===== config.mk =====
export PLATFORM = sky130hd
export DESIGN_NAME = rsa_modexp_element_cipher
export DESIGN_NICKNAME = d
export VERILOG_FILES = /design/src/rme_pkg.sv /design/src/rme_mulmod.sv /design/src/rsa_modexp_element_cipher.sv
export SDC_FILE = /design/constraint.sdc
export NUM_CORES = 1
export LEC_CHECK = 0
export BUFFER_PORTS_ARGS = -buffer_cell sky130_fd_sc_hd__buf_2
export CAP_MARGIN = 10
export CORE_ASPECT_RATIO = 1.5
export CORE_UTILIZATION = 55
export CTS_BUF_LIST = sky130_fd_sc_hd__clkbuf_16
export CTS_CLUSTER_DIAMETER = 50
export DETAILED_ROUTE_END_ITERATION = 16
export PLACE_DENSITY = 0.77
export RECOVER_POWER = 50
export REMOVE_ABC_BUFFERS = 1
export SYNTH_ARGS = -nofsm -noshare
export SYNTH_HDL_FRONTEND = slang
export SYNTH_SLANG_ARGS = --single-unit

===== constraint.sdc =====
create_clock -name aclk -period 10.25 [get_ports aclk]
set_input_delay 0.5125 -clock aclk [delete_from_list [all_inputs] [get_ports aclk]]
set_output_delay 0.5125 -clock aclk [all_outputs]
set_load 0.005 [all_outputs]

===== src/rme_pkg.sv =====
// Package for the RSA modular exponentiation element cipher.
// Holds the field widths, register indexes, controller states and the multiplier status type.
// No dependencies; every other file in src uses it by scoped names.
package rme_pkg;

    // Fixed field widths of the interface.
    localparam int VALUE_BITS    = 32;
    localparam int RESULT_BITS   = 32;
    localparam int EXP_BITS      = 32;
    localparam int EXP_CNT_BITS  = $clog2(EXP_BITS);
    localparam int CFG_IDX_BITS  = 2;
    localparam int CFG_DATA_BITS = 32;
    localparam int BYTE_BITS     = 8;

    // Configuration register indexes.
    localparam logic [CFG_IDX_BITS-1:0] CFG_PUBLIC_EXP  = 2'd0;
    localparam logic [CFG_IDX_BITS-1:0] CFG_PRIVATE_EXP = 2'd1;
    localparam logic [CFG_IDX_BITS-1:0] CFG_MODULUS     = 2'd2;

    // Item modes.
    localparam logic MODE_ENCRYPT = 1'b0;
    localparam logic MODE_DECRYPT = 1'b1;

    // Exponentiation controller states.
    typedef enum logic [2:0] {
        ST_IDLE,
        ST_REDUCE_GO,
        ST_REDUCE_WAIT,
        ST_SQUARE_GO,
        ST_SQUARE_WAIT,
        ST_MULT_GO,
        ST_MULT_WAIT,
        ST_FINISH
    } state_t;

    // Status reported by the bit-serial modular multiplier.
    typedef struct packed {
        logic busy;
        logic done;
    } mm_status_t;

endpackage


===== src/rme_mulmod.sv =====
// Bit-serial modular multiplier: product = (op_a * op_b) mod modulus, one bit of op_b per cycle.
// Requires op_a < modulus and modulus > 0; op_b may take any value.
// Depends on rme_pkg for the status type.
module rme_mulmod #(
    parameter int MOD_BITS = 32,
    parameter int OP_BITS  = 32
) (
    input  logic                    aclk,
    input  logic                    aresetn,
    input  logic                    start,
    input  logic [MOD_BITS-1:0]     op_a,
    input  logic [OP_BITS-1:0]      op_b,
    input  logic [MOD_BITS-1:0]     modulus,
    output rme_pkg::mm_status_t     status,
    output logic [MOD_BITS-1:0]     product
);

    localparam int EXT_BITS = MOD_BITS + 3;
    localparam int CNT_BITS = $clog2(OP_BITS + 1);

    logic [MOD_BITS-1:0] acc_reg, acc_next;
    logic [MOD_BITS-1:0] a_reg, a_next;
    logic [MOD_BITS-1:0] m_reg, m_next;
    logic [OP_BITS-1:0]  b_reg, b_next;
    logic [CNT_BITS-1:0] cnt_reg, cnt_next;
    logic                busy_reg, busy_next;
    logic                done_reg, done_next;

    logic [EXT_BITS-1:0] acc_dbl;
    logic [EXT_BITS-1:0] a_ext;
    logic [EXT_BITS-1:0] m_ext;
    logic [EXT_BITS-1:0] sum_ext;
    logic [EXT_BITS-1:0] diff1;
    logic [EXT_BITS-1:0] diff2;
    logic [MOD_BITS-1:0] step_val;

    // One step: acc = (2*acc + bit*a) mod m. The sum stays below 3m, so at most two
    // subtractions of m are needed; both are formed in parallel and the sign bits select.
    always_comb begin
        acc_dbl = {2'b00, acc_reg, 1'b0};
        a_ext   = {3'b000, a_reg};
        m_ext   = {3'b000, m_reg};
        sum_ext = acc_dbl + (b_reg[OP_BITS-1] ? a_ext : '0);
        diff1   = sum_ext - m_ext;
        diff2   = sum_ext - {m_ext[EXT_BITS-2:0], 1'b0};
        if (!diff2[EXT_BITS-1]) begin
            step_val = diff2[MOD_BITS-1:0];
        end else if (!diff1[EXT_BITS-1]) begin
            step_val = diff1[MOD_BITS-1:0];
        end else begin
            step_val = sum_ext[MOD_BITS-1:0];
        end
    end

    // Operand load, multiplier-bit shift register and step counter.
    always_comb begin
        acc_next  = acc_reg;
        a_next    = a_reg;
        m_next    = m_reg;
        b_next    = b_reg;
        cnt_next  = cnt_reg;
        busy_next = busy_reg;
        done_next = 1'b0;
        if (start) begin
            acc_next  = '0;
            a_next    = op_a;
            m_next    = modulus;
            b_next    = op_b;
            cnt_next  = CNT_BITS'(OP_BITS);
            busy_next = 1'b1;
        end else if (busy_reg) begin
            acc_next = step_val;
            b_next   = {b_reg[OP_BITS-2:0], 1'b0};
            cnt_next = cnt_reg - CNT_BITS'(1);
            if (cnt_reg == CNT_BITS'(1)) begin
                busy_next = 1'b0;
                done_next = 1'b1;
            end
        end
    end

    // Control flops are reset; the datapath flops are not.
    always_ff @(posedge aclk) begin
        if (!aresetn) begin
            busy_reg <= 1'b0;
            done_reg <= 1'b0;
            cnt_reg  <= '0;
        end else begin
            busy_reg <= busy_next;
            done_reg <= done_next;
            cnt_reg  <= cnt_next;
        end
        acc_reg <= acc_next;
        a_reg   <= a_next;
        m_reg   <= m_next;
        b_reg   <= b_next;
    end

    assign status.busy = busy_reg;
    assign status.done = done_reg;
    assign product     = acc_reg;

endmodule


===== src/rsa_modexp_element_cipher.sv =====
// Channel   | Direction | Handshake        | Payload
// cfg       | in        | cfg_we           | cfg_index, cfg_wdata
// s (items) | in        | s_valid/s_ready  | s_mode, s_value, s_last_in
// m (result)| out       | m_valid/m_ready  | m_result, m_last_out
//
// One item at a time. Each item takes (33 + popcount(exponent)) modular multiplies in the
// bit-serial multiplier (OP_BITS = max(MOD_BITS, 32)): one reduction, one square per
// exponent bit and one multiply per set exponent bit.
// A modulus of zero gives result 0 without running the multiplier.
// Reset is synchronous and active low; it clears the controller and the output valid.
// A finished result waits in the output register while the next transaction is accepted.
// Top level: square-and-multiply controller around rme_mulmod; depends on rme_pkg.
module rsa_modexp_element_cipher #(
    parameter int MOD_BITS = 32
) (
    input  logic                                 aclk,
    input  logic                                 aresetn,
    input  logic                                 cfg_we,
    input  logic [rme_pkg::CFG_IDX_BITS-1:0]     cfg_index,
    input  logic [rme_pkg::CFG_DATA_BITS-1:0]    cfg_wdata,
    input  logic                                 s_valid,
    output logic                                 s_ready,
    input  logic                                 s_mode,
    input  logic [rme_pkg::VALUE_BITS-1:0]       s_value,
    input  logic                                 s_last_in,
    output logic                                 m_valid,
    input  logic                                 m_ready,
    output logic [rme_pkg::RESULT_BITS-1:0]      m_result,
    output logic                                 m_last_out
);

    localparam int OP_BITS = (MOD_BITS > rme_pkg::VALUE_BITS) ? MOD_BITS : rme_pkg::VALUE_BITS;

    rme_pkg::state_t state_reg, state_next;

    logic [rme_pkg::EXP_BITS-1:0]      pub_exp_reg;
    logic [rme_pkg::EXP_BITS-1:0]      priv_exp_reg;
    logic [rme_pkg::CFG_DATA_BITS-1:0] modulus_reg;

    logic [rme_pkg::EXP_BITS-1:0]     exp_reg, exp_next;
    logic [rme_pkg::EXP_CNT_BITS-1:0] bit_cnt_reg, bit_cnt_next;
    logic [OP_BITS-1:0]               value_reg, value_next;
    logic [MOD_BITS-1:0]              base_reg, base_next;
    logic [MOD_BITS-1:0]              acc_reg, acc_next;
    logic                             mode_reg, mode_next;
    logic                             last_reg, last_next;

    logic                             m_valid_reg, m_valid_next;
    logic [rme_pkg::RESULT_BITS-1:0]  result_reg, result_next;
    logic                             last_out_reg, last_out_next;

    logic [OP_BITS-1:0]  mod_wide;
    logic [MOD_BITS-1:0] mod_eff;
    logic                mod_zero;
    logic [MOD_BITS-1:0] one_val;
    logic [OP_BITS-1:0]  acc_wide;
    logic [rme_pkg::RESULT_BITS-1:0] acc_result;

    logic                 in_fire;
    logic                 out_free;
    logic                 last_bit;

    logic                 mul_start;
    logic [MOD_BITS-1:0]  mul_a;
    logic [OP_BITS-1:0]   mul_b;
    rme_pkg::mm_status_t  mul_status;
    logic [MOD_BITS-1:0]  mul_product;

    // Effective modulus, cut or extended to MOD_BITS, 1 mod m, and the result word (low byte in decrypt mode).
    always_comb begin
        mod_wide = OP_BITS'(modulus_reg);
        mod_eff  = mod_wide[MOD_BITS-1:0];
        mod_zero = (mod_eff == '0);
        one_val  = {{(MOD_BITS-1){1'b0}}, (mod_eff != MOD_BITS'(1))};
        acc_wide = OP_BITS'(acc_reg);
        if (mode_reg == rme_pkg::MODE_DECRYPT) begin
            acc_result = {{(rme_pkg::RESULT_BITS-rme_pkg::BYTE_BITS){1'b0}},
                          acc_wide[rme_pkg::BYTE_BITS-1:0]};
        end else begin
            acc_result = acc_wide[rme_pkg::RESULT_BITS-1:0];
        end
    end

    assign in_fire  = s_valid && s_ready;
    assign out_free = !m_valid_reg || m_ready;
    assign last_bit = (bit_cnt_reg == '0);

    // Configuration registers; the user must write them only while the block is idle; the block does not enforce it.
    always_ff @(posedge aclk) begin
        if (!aresetn) begin
            pub_exp_reg  <= '0;
            priv_exp_reg <= '0;
            modulus_reg  <= rme_pkg::CFG_DATA_BITS'(1);
        end else if (cfg_we) begin
            case (cfg_index)
                rme_pkg::CFG_PUBLIC_EXP:  pub_exp_reg  <= cfg_wdata;
                rme_pkg::CFG_PRIVATE_EXP: priv_exp_reg <= cfg_wdata;
                rme_pkg::CFG_MODULUS:     modulus_reg  <= cfg_wdata;
                default: ;
            endcase
        end
    end

    // Next state of the square-and-multiply sequencer.
    always_comb begin
        state_next = state_reg;
        case (state_reg)
            rme_pkg::ST_IDLE: begin
                if (in_fire) begin
                    state_next = mod_zero ? rme_pkg::ST_FINISH : rme_pkg::ST_REDUCE_GO;
                end
            end
            rme_pkg::ST_REDUCE_GO:  state_next = rme_pkg::ST_REDUCE_WAIT;
            rme_pkg::ST_REDUCE_WAIT: begin
                if (mul_status.done) begin
                    state_next = rme_pkg::ST_SQUARE_GO;
                end
            end
            rme_pkg::ST_SQUARE_GO:  state_next = rme_pkg::ST_SQUARE_WAIT;
            rme_pkg::ST_SQUARE_WAIT: begin
                if (mul_status.done) begin
                    if (exp_reg[rme_pkg::EXP_BITS-1]) begin
                        state_next = rme_pkg::ST_MULT_GO;
                    end else if (last_bit) begin
                        state_next = rme_pkg::ST_FINISH;
                    end else begin
                        state_next = rme_pkg::ST_SQUARE_GO;
                    end
                end
            end
            rme_pkg::ST_MULT_GO:    state_next = rme_pkg::ST_MULT_WAIT;
            rme_pkg::ST_MULT_WAIT: begin
                if (mul_status.done) begin
                    state_next = last_bit ? rme_pkg::ST_FINISH : rme_pkg::ST_SQUARE_GO;
                end
            end
            rme_pkg::ST_FINISH: begin
                if (out_free) begin
                    state_next = rme_pkg::ST_IDLE;
                end
            end
            default: state_next = rme_pkg::ST_IDLE;
        endcase
    end

    // Outputs of the sequencer: input ready, multiplier operands, and datapath and output register updates.
    always_comb begin
        s_ready       = (state_reg == rme_pkg::ST_IDLE);
        mul_start     = 1'b0;
        mul_a         = acc_reg;
        mul_b         = OP_BITS'(acc_reg);
        exp_next      = exp_reg;
        bit_cnt_next  = bit_cnt_reg;
        value_next    = value_reg;
        base_next     = base_reg;
        acc_next      = acc_reg;
        mode_next     = mode_reg;
        last_next     = last_reg;
        m_valid_next  = m_valid_reg && !m_ready;
        result_next   = result_reg;
        last_out_next = last_out_reg;
        case (state_reg)
            rme_pkg::ST_IDLE: begin
                if (in_fire) begin
                    mode_next    = s_mode;
                    last_next    = s_last_in;
                    value_next   = OP_BITS'(s_value);
                    exp_next     = (s_mode == rme_pkg::MODE_DECRYPT) ? priv_exp_reg
                                                                     : pub_exp_reg;
                    bit_cnt_next = rme_pkg::EXP_CNT_BITS'(rme_pkg::EXP_BITS - 1);
                    acc_next     = '0;
                end
            end
            // Reduce the input value: (1 mod m) * value mod m.
            rme_pkg::ST_REDUCE_GO: begin
                mul_start = 1'b1;
                mul_a     = one_val;
                mul_b     = value_reg;
            end
            rme_pkg::ST_REDUCE_WAIT: begin
                if (mul_status.done) begin
                    base_next = mul_product;
                    acc_next  = one_val;
                end
            end
            rme_pkg::ST_SQUARE_GO: begin
                mul_start = 1'b1;
                mul_a     = acc_reg;
                mul_b     = OP_BITS'(acc_reg);
            end
            rme_pkg::ST_SQUARE_WAIT: begin
                if (mul_status.done) begin
                    acc_next = mul_product;
                    if (!exp_reg[rme_pkg::EXP_BITS-1]) begin
                        exp_next     = {exp_reg[rme_pkg::EXP_BITS-2:0], 1'b0};
                        bit_cnt_next = bit_cnt_reg - rme_pkg::EXP_CNT_BITS'(1);
                    end
                end
            end
            rme_pkg::ST_MULT_GO: begin
                mul_start = 1'b1;
                mul_a     = acc_reg;
                mul_b     = OP_BITS'(base_reg);
            end
            rme_pkg::ST_MULT_WAIT: begin
                if (mul_status.done) begin
                    acc_next     = mul_product;
                    exp_next     = {exp_reg[rme_pkg::EXP_BITS-2:0], 1'b0};
                    bit_cnt_next = bit_cnt_reg - rme_pkg::EXP_CNT_BITS'(1);
                end
            end
            // Hand the result to the output register once it is free.
            rme_pkg::ST_FINISH: begin
                if (out_free) begin
                    m_valid_next  = 1'b1;
                    result_next   = acc_result;
                    last_out_next = last_reg;
                end
            end
            default: ;
        endcase
    end

    always_ff @(posedge aclk) begin
        if (!aresetn) begin
            state_reg   <= rme_pkg::ST_IDLE;
            m_valid_reg <= 1'b0;
            bit_cnt_reg <= '0;
        end else begin
            state_reg   <= state_next;
            m_valid_reg <= m_valid_next;
            bit_cnt_reg <= bit_cnt_next;
        end
        exp_reg      <= exp_next;
        value_reg    <= value_next;
        base_reg     <= base_next;
        acc_reg      <= acc_next;
        mode_reg     <= mode_next;
        last_reg     <= last_next;
        result_reg   <= result_next;
        last_out_reg <= last_out_next;
    end

    rme_mulmod #(
        .MOD_BITS (MOD_BITS),
        .OP_BITS  (OP_BITS)
    ) u_mulmod (
        .aclk    (aclk),
        .aresetn (aresetn),
        .start   (mul_start),
        .op_a    (mul_a),
        .op_b    (mul_b),
        .modulus (mod_eff),
        .status  (mul_status),
        .product (mul_product)
    );

    assign m_valid    = m_valid_reg;
    assign m_result   = result_reg;
    assign m_last_out = last_out_reg;

endmodule


# Yosys cells after proc, flatten, opt, wreduce, memory -nomap -nowiden
# Index checks and enable logic that the tools add are counted.
[word_totals] ff_bits=404 inputBits=73 output_inout_bits=35 wordCells=116
[op_classes] n_addsub=5 n_eq_ne=18 n_mux=40 bitwise=2 reduce_logical=26
[ops] operator="$mux 32" count=13
[ops] operator="$pmux 32 s3" count=2
[ops] operator="$pmux 32 s2" count=1
[ops] operator="$add 33x35->35" count=1
[ops] operator="$sub 35x32->35" count=1
[ops] operator="$sub 35x33->35" count=1
[ops] operator="$logic_not 32->1" count=1
[ops] operator="$ne 32x1->1 const B" count=1
[ops] operator="$mux 3" count=8
[ops] operator="$pmux 3 s8" count=1
[ops] operator="$mux 5" count=4
[ops] operator="$pmux 5 s3" count=1
[ops] operator="$eq 3x3->1 const B" count=4
[ops] operator="$mux 6" count=2
[ops] operator="$reduce_and 2->1" count=6
[ops] operator="$ne 2x1->1 const B" count=5
[ops] operator="$reduce_and 5->1" count=2
[ops] operator="$mux 1" count=8
[ops] operator="$reduce_and 4->1" count=2
[ops] operator="$eq 3x2->1 const B" count=2
[ops] operator="$eq 6x1->1 const B" count=1
[ops] operator="$reduce_bool 3->1" count=2
[ops] operator="$reduce_or 3->1" count=2
[ops] operator="$sub 6x1->6 const B" count=1
[ops] operator="other kinds (14)" count=19

# Longest topological paths before layout
[logic_depth] ltp_word=5 depth_mapped=27 depth_no_buf=23

# By module
# A second synthesis with hierarchy kept.
[hier_totals] cells_unflattened=2120 area_unflattened_um2=21489.4
[modules_own_cells] module="rsa_modexp_element_cipher" n_inst=1 cells_each=990 area_per_inst_um2=11085.6 seq_area_each_um2=6996.7
[modules_own_cells] module="rme_mulmod" n_inst=1 cells_each=1130 area_per_inst_um2=10403.7 seq_area_each_um2=3683.5

# Worst setup path before layout
# Ideal clock, no wire load.
[synth_path] kind="reg-to-reg" start="reg u_mulmod.b_reg[31]" end="reg u_mulmod.acc_reg[8] (netlist: u_mulmod.product[8])" setup_ns=0.184 t_arrival_ns=5.364 t_required_ns=10.066 setup_slack_ns=4.702 path_stages_with_launch=27 path_buffers=3 period_less_slack_ns=5.548 path_cell_list="edfxtp_1 > clkbuf_1 > and2_1 > ha_1 > inv_1 > fa_1 > nand2b_1 > a21oi_1 > o31ai_1 > a21boi_0 > o211ai_1 > a21oi_1 > mux2i_1 > a2111o_1 > ha_1 > clkbuf_1 > a21oi_1 > o21ai_1 > a221o_1 > a22o_1 > a21oi_1 > o21ai_1 > and3_1 > buf_2 > nor3_4 > mux2i_1 > a211oi_2"
[synth_via] elab_chain_cells=5 elab_cells_between_ends=6 classes_between="add/sub: 3; mux: 3"
[synth_rtl] item="start: declaration" line_no="rme_mulmod.sv:24" text="logic [OP_BITS-1:0] b_reg, b_next;"
[synth_rtl] item="start signal: assignment" line_no="rme_mulmod.sv:96" text="b_reg <= b_next;"
[synth_rtl] item="$mux 32 (*)" line_no="rme_mulmod.sv:43" text="sum_ext = acc_dbl + (b_reg[OP_BITS-1] ? a_ext : '0);"
[synth_rtl] item="$add 33x35->35 (*)" line_no="rme_mulmod.sv:43"
[synth_rtl] item="$sub 35x32->35" line_no="rme_mulmod.sv:44" text="diff1 = sum_ext - m_ext;"
[synth_rtl] item="$mux 32" line_no="rme_mulmod.sv:48" text="end else if (!diff1[EXT_BITS-1]) begin"
[synth_rtl] item="$mux 32 (*)" line_no="rme_mulmod.sv:46" text="if (!diff2[EXT_BITS-1]) begin"
[synth_rtl] item="end signal: assignment" line_no="rme_mulmod.sv:93" text="acc_reg <= acc_next;"
[synth_rtl] item="end: declaration" line_no="rme_mulmod.sv:21" text="logic [MOD_BITS-1:0] acc_reg, acc_next;"
# Mark *: on every way between the ends. The rest lies on a longest branch, timed or not.
# A chain may end at the register's enable or synchronous reset.

# Worst setup path after layout
[layout_path] start="reg u_mulmod.b_reg[31]" end="reg u_mulmod.acc_reg[27] (netlist: u_mulmod.product[27])"
# The elaborated chain is that of the path after synthesis.

==> results.sh <==
export IMPL_outcome="finished, violations left"
export IMPL_drive_gt1_share_pct=10.4
export IMPL_cp_arrival_ps=7310
export IMPL_synthCells=2108
export IMPL_wl_per_cell_um=19.9
export IMPL_finClkSkew_ps=20.2
export IMPL_p_leak_nw=8.88
export IMPL_crit_type="reg2reg"
export IMPL_powerDensity_nw_per_um2=330
export IMPL_syn_area_um2=21100
export IMPL_clk_pin_slew_worst_paths_ps=70
export IMPL_die_h_um=242
export IMPL_core_um2=37700
export IMPL_diodes=0
export IMPL_worst_path_max_fanout=32
export IMPL_cts_setup_buffers=0
export IMPL_first_pass_iters=6
export IMPL_whs_endpoint="value_reg[3]$_DFFE_PP_"
export IMPL_reg2reg_slack_ps=3350
export IMPL_hold_start="s_value[3]"
export IMPL_grt_max_degree=98
export IMPL_grt_overflow=0
export IMPL_r2r_start="u_mulmod.b_reg[31]$_DFFE_PP_"
export IMPL_yosysUniqueCellTypes=85
export IMPL_cts_hold_buf=0
export IMPL_r2r_worst_path_cells=23
export IMPL_final_common_cell="nand2_1"
export IMPL_num_vias=16334
export IMPL_slew_headroom_pct=-179
export IMPL_grt_pass1_vias=15913
export IMPL_ys_ff_latch=404
export IMPL_synthArstFlopShare_pct=0
export IMPL_drt_total_wl_um=53700
export IMPL_ir_drop_v=0.000175
export IMPL_postRouteAntennaNets=0
export IMPL_hold_path_class="in2reg"
export IMPL_numCtsBuffers=43
export IMPL_ys_seq_area_share_pct=50.7
export IMPL_rsz0062_at_grt="no"
export IMPL_synth_edf_count=259
export IMPL_layout_common_cells="291 x nand2_1, 259 x edfxtp_1, 236 x a21oi_1"
export IMPL_io_buffer_count=107
export IMPL_crit_path_start="u_mulmod.b_reg[31]$_DFFE_PP_"
export IMPL_synth_top_area_share_pct=36.9
export IMPL_clk_latency_ps=560
export IMPL_hold_viol_final=0
export IMPL_cts_sinks=404
export IMPL_antenna_found_initial=0
export IMPL_worst_slew_pin_slew_ps=4190
export IMPL_io_pins=108
export IMPL_start_kind="register"
export IMPL_start_util_pct=55.9
export IMPL_fin_tns_setup_ps=0
export IMPL_ys_top_cells_by_area="edfxtp_1 37%, dfxtp_1 14%, ha_1 5.8%, a21oi_1 5.6%, nand2_1 5.2%"
export IMPL_clk_path_buf_depth=3
export IMPL_num_rows=87
export IMPL_min_period_ps=6900
export IMPL_htree_levels=2
export IMPL_cp_required_ps=10660
export IMPL_cts_resized=0
export IMPL_yosysWarnings=0
export IMPL_drc=0
export IMPL_end_kind="register"
export IMPL_syn2layout_area_growth_pct=10.8
export IMPL_die_w_um=162
export IMPL_setup_viol=0
export IMPL_dp_final_hpwl_um=38700
export IMPL_nets=2349
export IMPL_r2r_end="u_mulmod.product[27]$_SDFFE_PN0P_"
export IMPL_finalMaxSlewViolations=422
export IMPL_synth_area_per_cell_um2=9.99
export IMPL_track_usage_pct=27.5
export IMPL_whs_ps=119
export IMPL_cts_root_buf="clkbuf_16"
export IMPL_yosysTopAreaCell="edfxtp_1"
export IMPL_drt_vias_per_instance=6.05
export IMPL_min_delay_path_depth=1
export IMPL_die_area_um2=39100
export IMPL_min_period_over_period_pct=67.3
export IMPL_cts_tree="done"
export IMPL_max_freq_mhz=145
export IMPL_synth_flop_cell="edfxtp_1"
export IMPL_gp_congestion=0.952
export IMPL_drv_cap=9
export IMPL_grt_pass1_wl_um=85500
export IMPL_violations="max-capacitance violations, max-slew violations"
export IMPL_initialDrtViolationCount=1263
export IMPL_final_core_util_pct=62.0
==> logic make-up after synthesis <==
group | after synthesis | share of synthesized area, %
xor+xnor | 79 | 3.28
compound gates | 615 | 17.9
simple gates | 654 | 14.9
fa+ha+maj | 101 | 6.11
buf+inv | 180 | 3.36
flops | 404 | 50.7
mux | 75 | 3.75
==> cell usage after synthesis (all sizes together) (15+ instances only) <==
master	number
edfxtp	259
and3	15
clkbuf	92
dfxtp	145
a21oi	238
nor2b	66
a31oi	20
xor2	32
nand3	44
mux2i	43
nor3	23
a21o	26
buf	16
ha	98
a211oi	31
and2	65
o22ai	65
nand2b	16
mux2	32
nand2	292
inv	69
o21ai	119
o211ai	20
xnor2	47
nor2	82
==> critical path, cell delays in order, from the launching register on <==
cell,delay (ps)
edfxtp_1,870
and2_1,230
ha_1,160
inv_1,50
fa_1,390
nand2b_1,180
a21oi_1,340
o31ai_1,180
a21boi_0,370
o211ai_1,200
a21oi_1,200
mux2i_1,90
a2111o_1,470
ha_1,410
a21oi_1,260
o21ai_1,140
a221o_1,330
a22o_1,180
a21oi_1,160
o21ai_1,160
and3_1,450
nor3_4,510
mux2i_1,280
a31oi_1,120
==> metrics by stage <==
step / power, mW / setup slack, ps / instance area [µm²] / cells
3_3_place_gp: 6.09 / 3630 / 22000 / 2619
3_5_place_dp: 6.11 / 3440 / 22000 / 2619
4_1_cts: 7.67 / 3380 / 23400 / 2699
2_1_floorplan: 5.03 / 4250 / 20600 / 2000
6_report: 7.71 / 3350 / 23300 / 2699
5_1_grt: 8.17 / 2860 / 23300 / 2699
==> worst max-delay path by stage <==
| stage | end | slack (ps) | cells after the start |
|---|---|---|---|
| finish | u_mulmod.product[27]$_SDFFE_PN0P_ | 3350 | 23 |
| global route | u_mulmod.product[27]$_SDFFE_PN0P_ | 2860 | 23 |
| CTS | u_mulmod.product[27]$_SDFFE_PN0P_ | 3380 | 23 |
| detailed placement | u_mulmod.product[9]$_SDFFE_PN0P_ | 3440 | 23 |
| global placement | u_mulmod.product[8]$_SDFFE_PN0P_ | 3630 | 23 |
| floorplan | u_mulmod.product[0]$_SDFFE_PN0P_ | 4250 | 23 |
==> power by group <==
| part | switching [mW] | leakage, nW | total [mW] | internal, mW |
|---|---|---|---|---|
| sequential | 0.194 | 3.63 | 2.29 | 2.09 |
| combinational | 2.43 | 4.53 | 3.88 | 1.46 |
| clock | 0.672 | 0.710 | 1.54 | 0.870 |
==> routing by layer <==
layer | vias up | routed length (µm) | track usage [%]
met5 | - | 0 | 0
li1 | 7852 | - | -
met4 | 0 | 2250 | 11.3
met1 | 7835 | 21700 | 34.1
met2 | 525 | 26900 | 48.4
met3 | 122 | 2810 | 2.83
==> cell type report <==
cell class | instances | area (µm²)
fill | 3201 | 14300
clock buffer | 44 | 1100
inverter | 72 | 270
tap | 489 | 612
timing repair buffer | 130 | 658
multi-input combinational | 1524 | 9720
sequential | 404 | 10700
clock inverter | 36 | 303
Power figures use the tool's default switching activity.
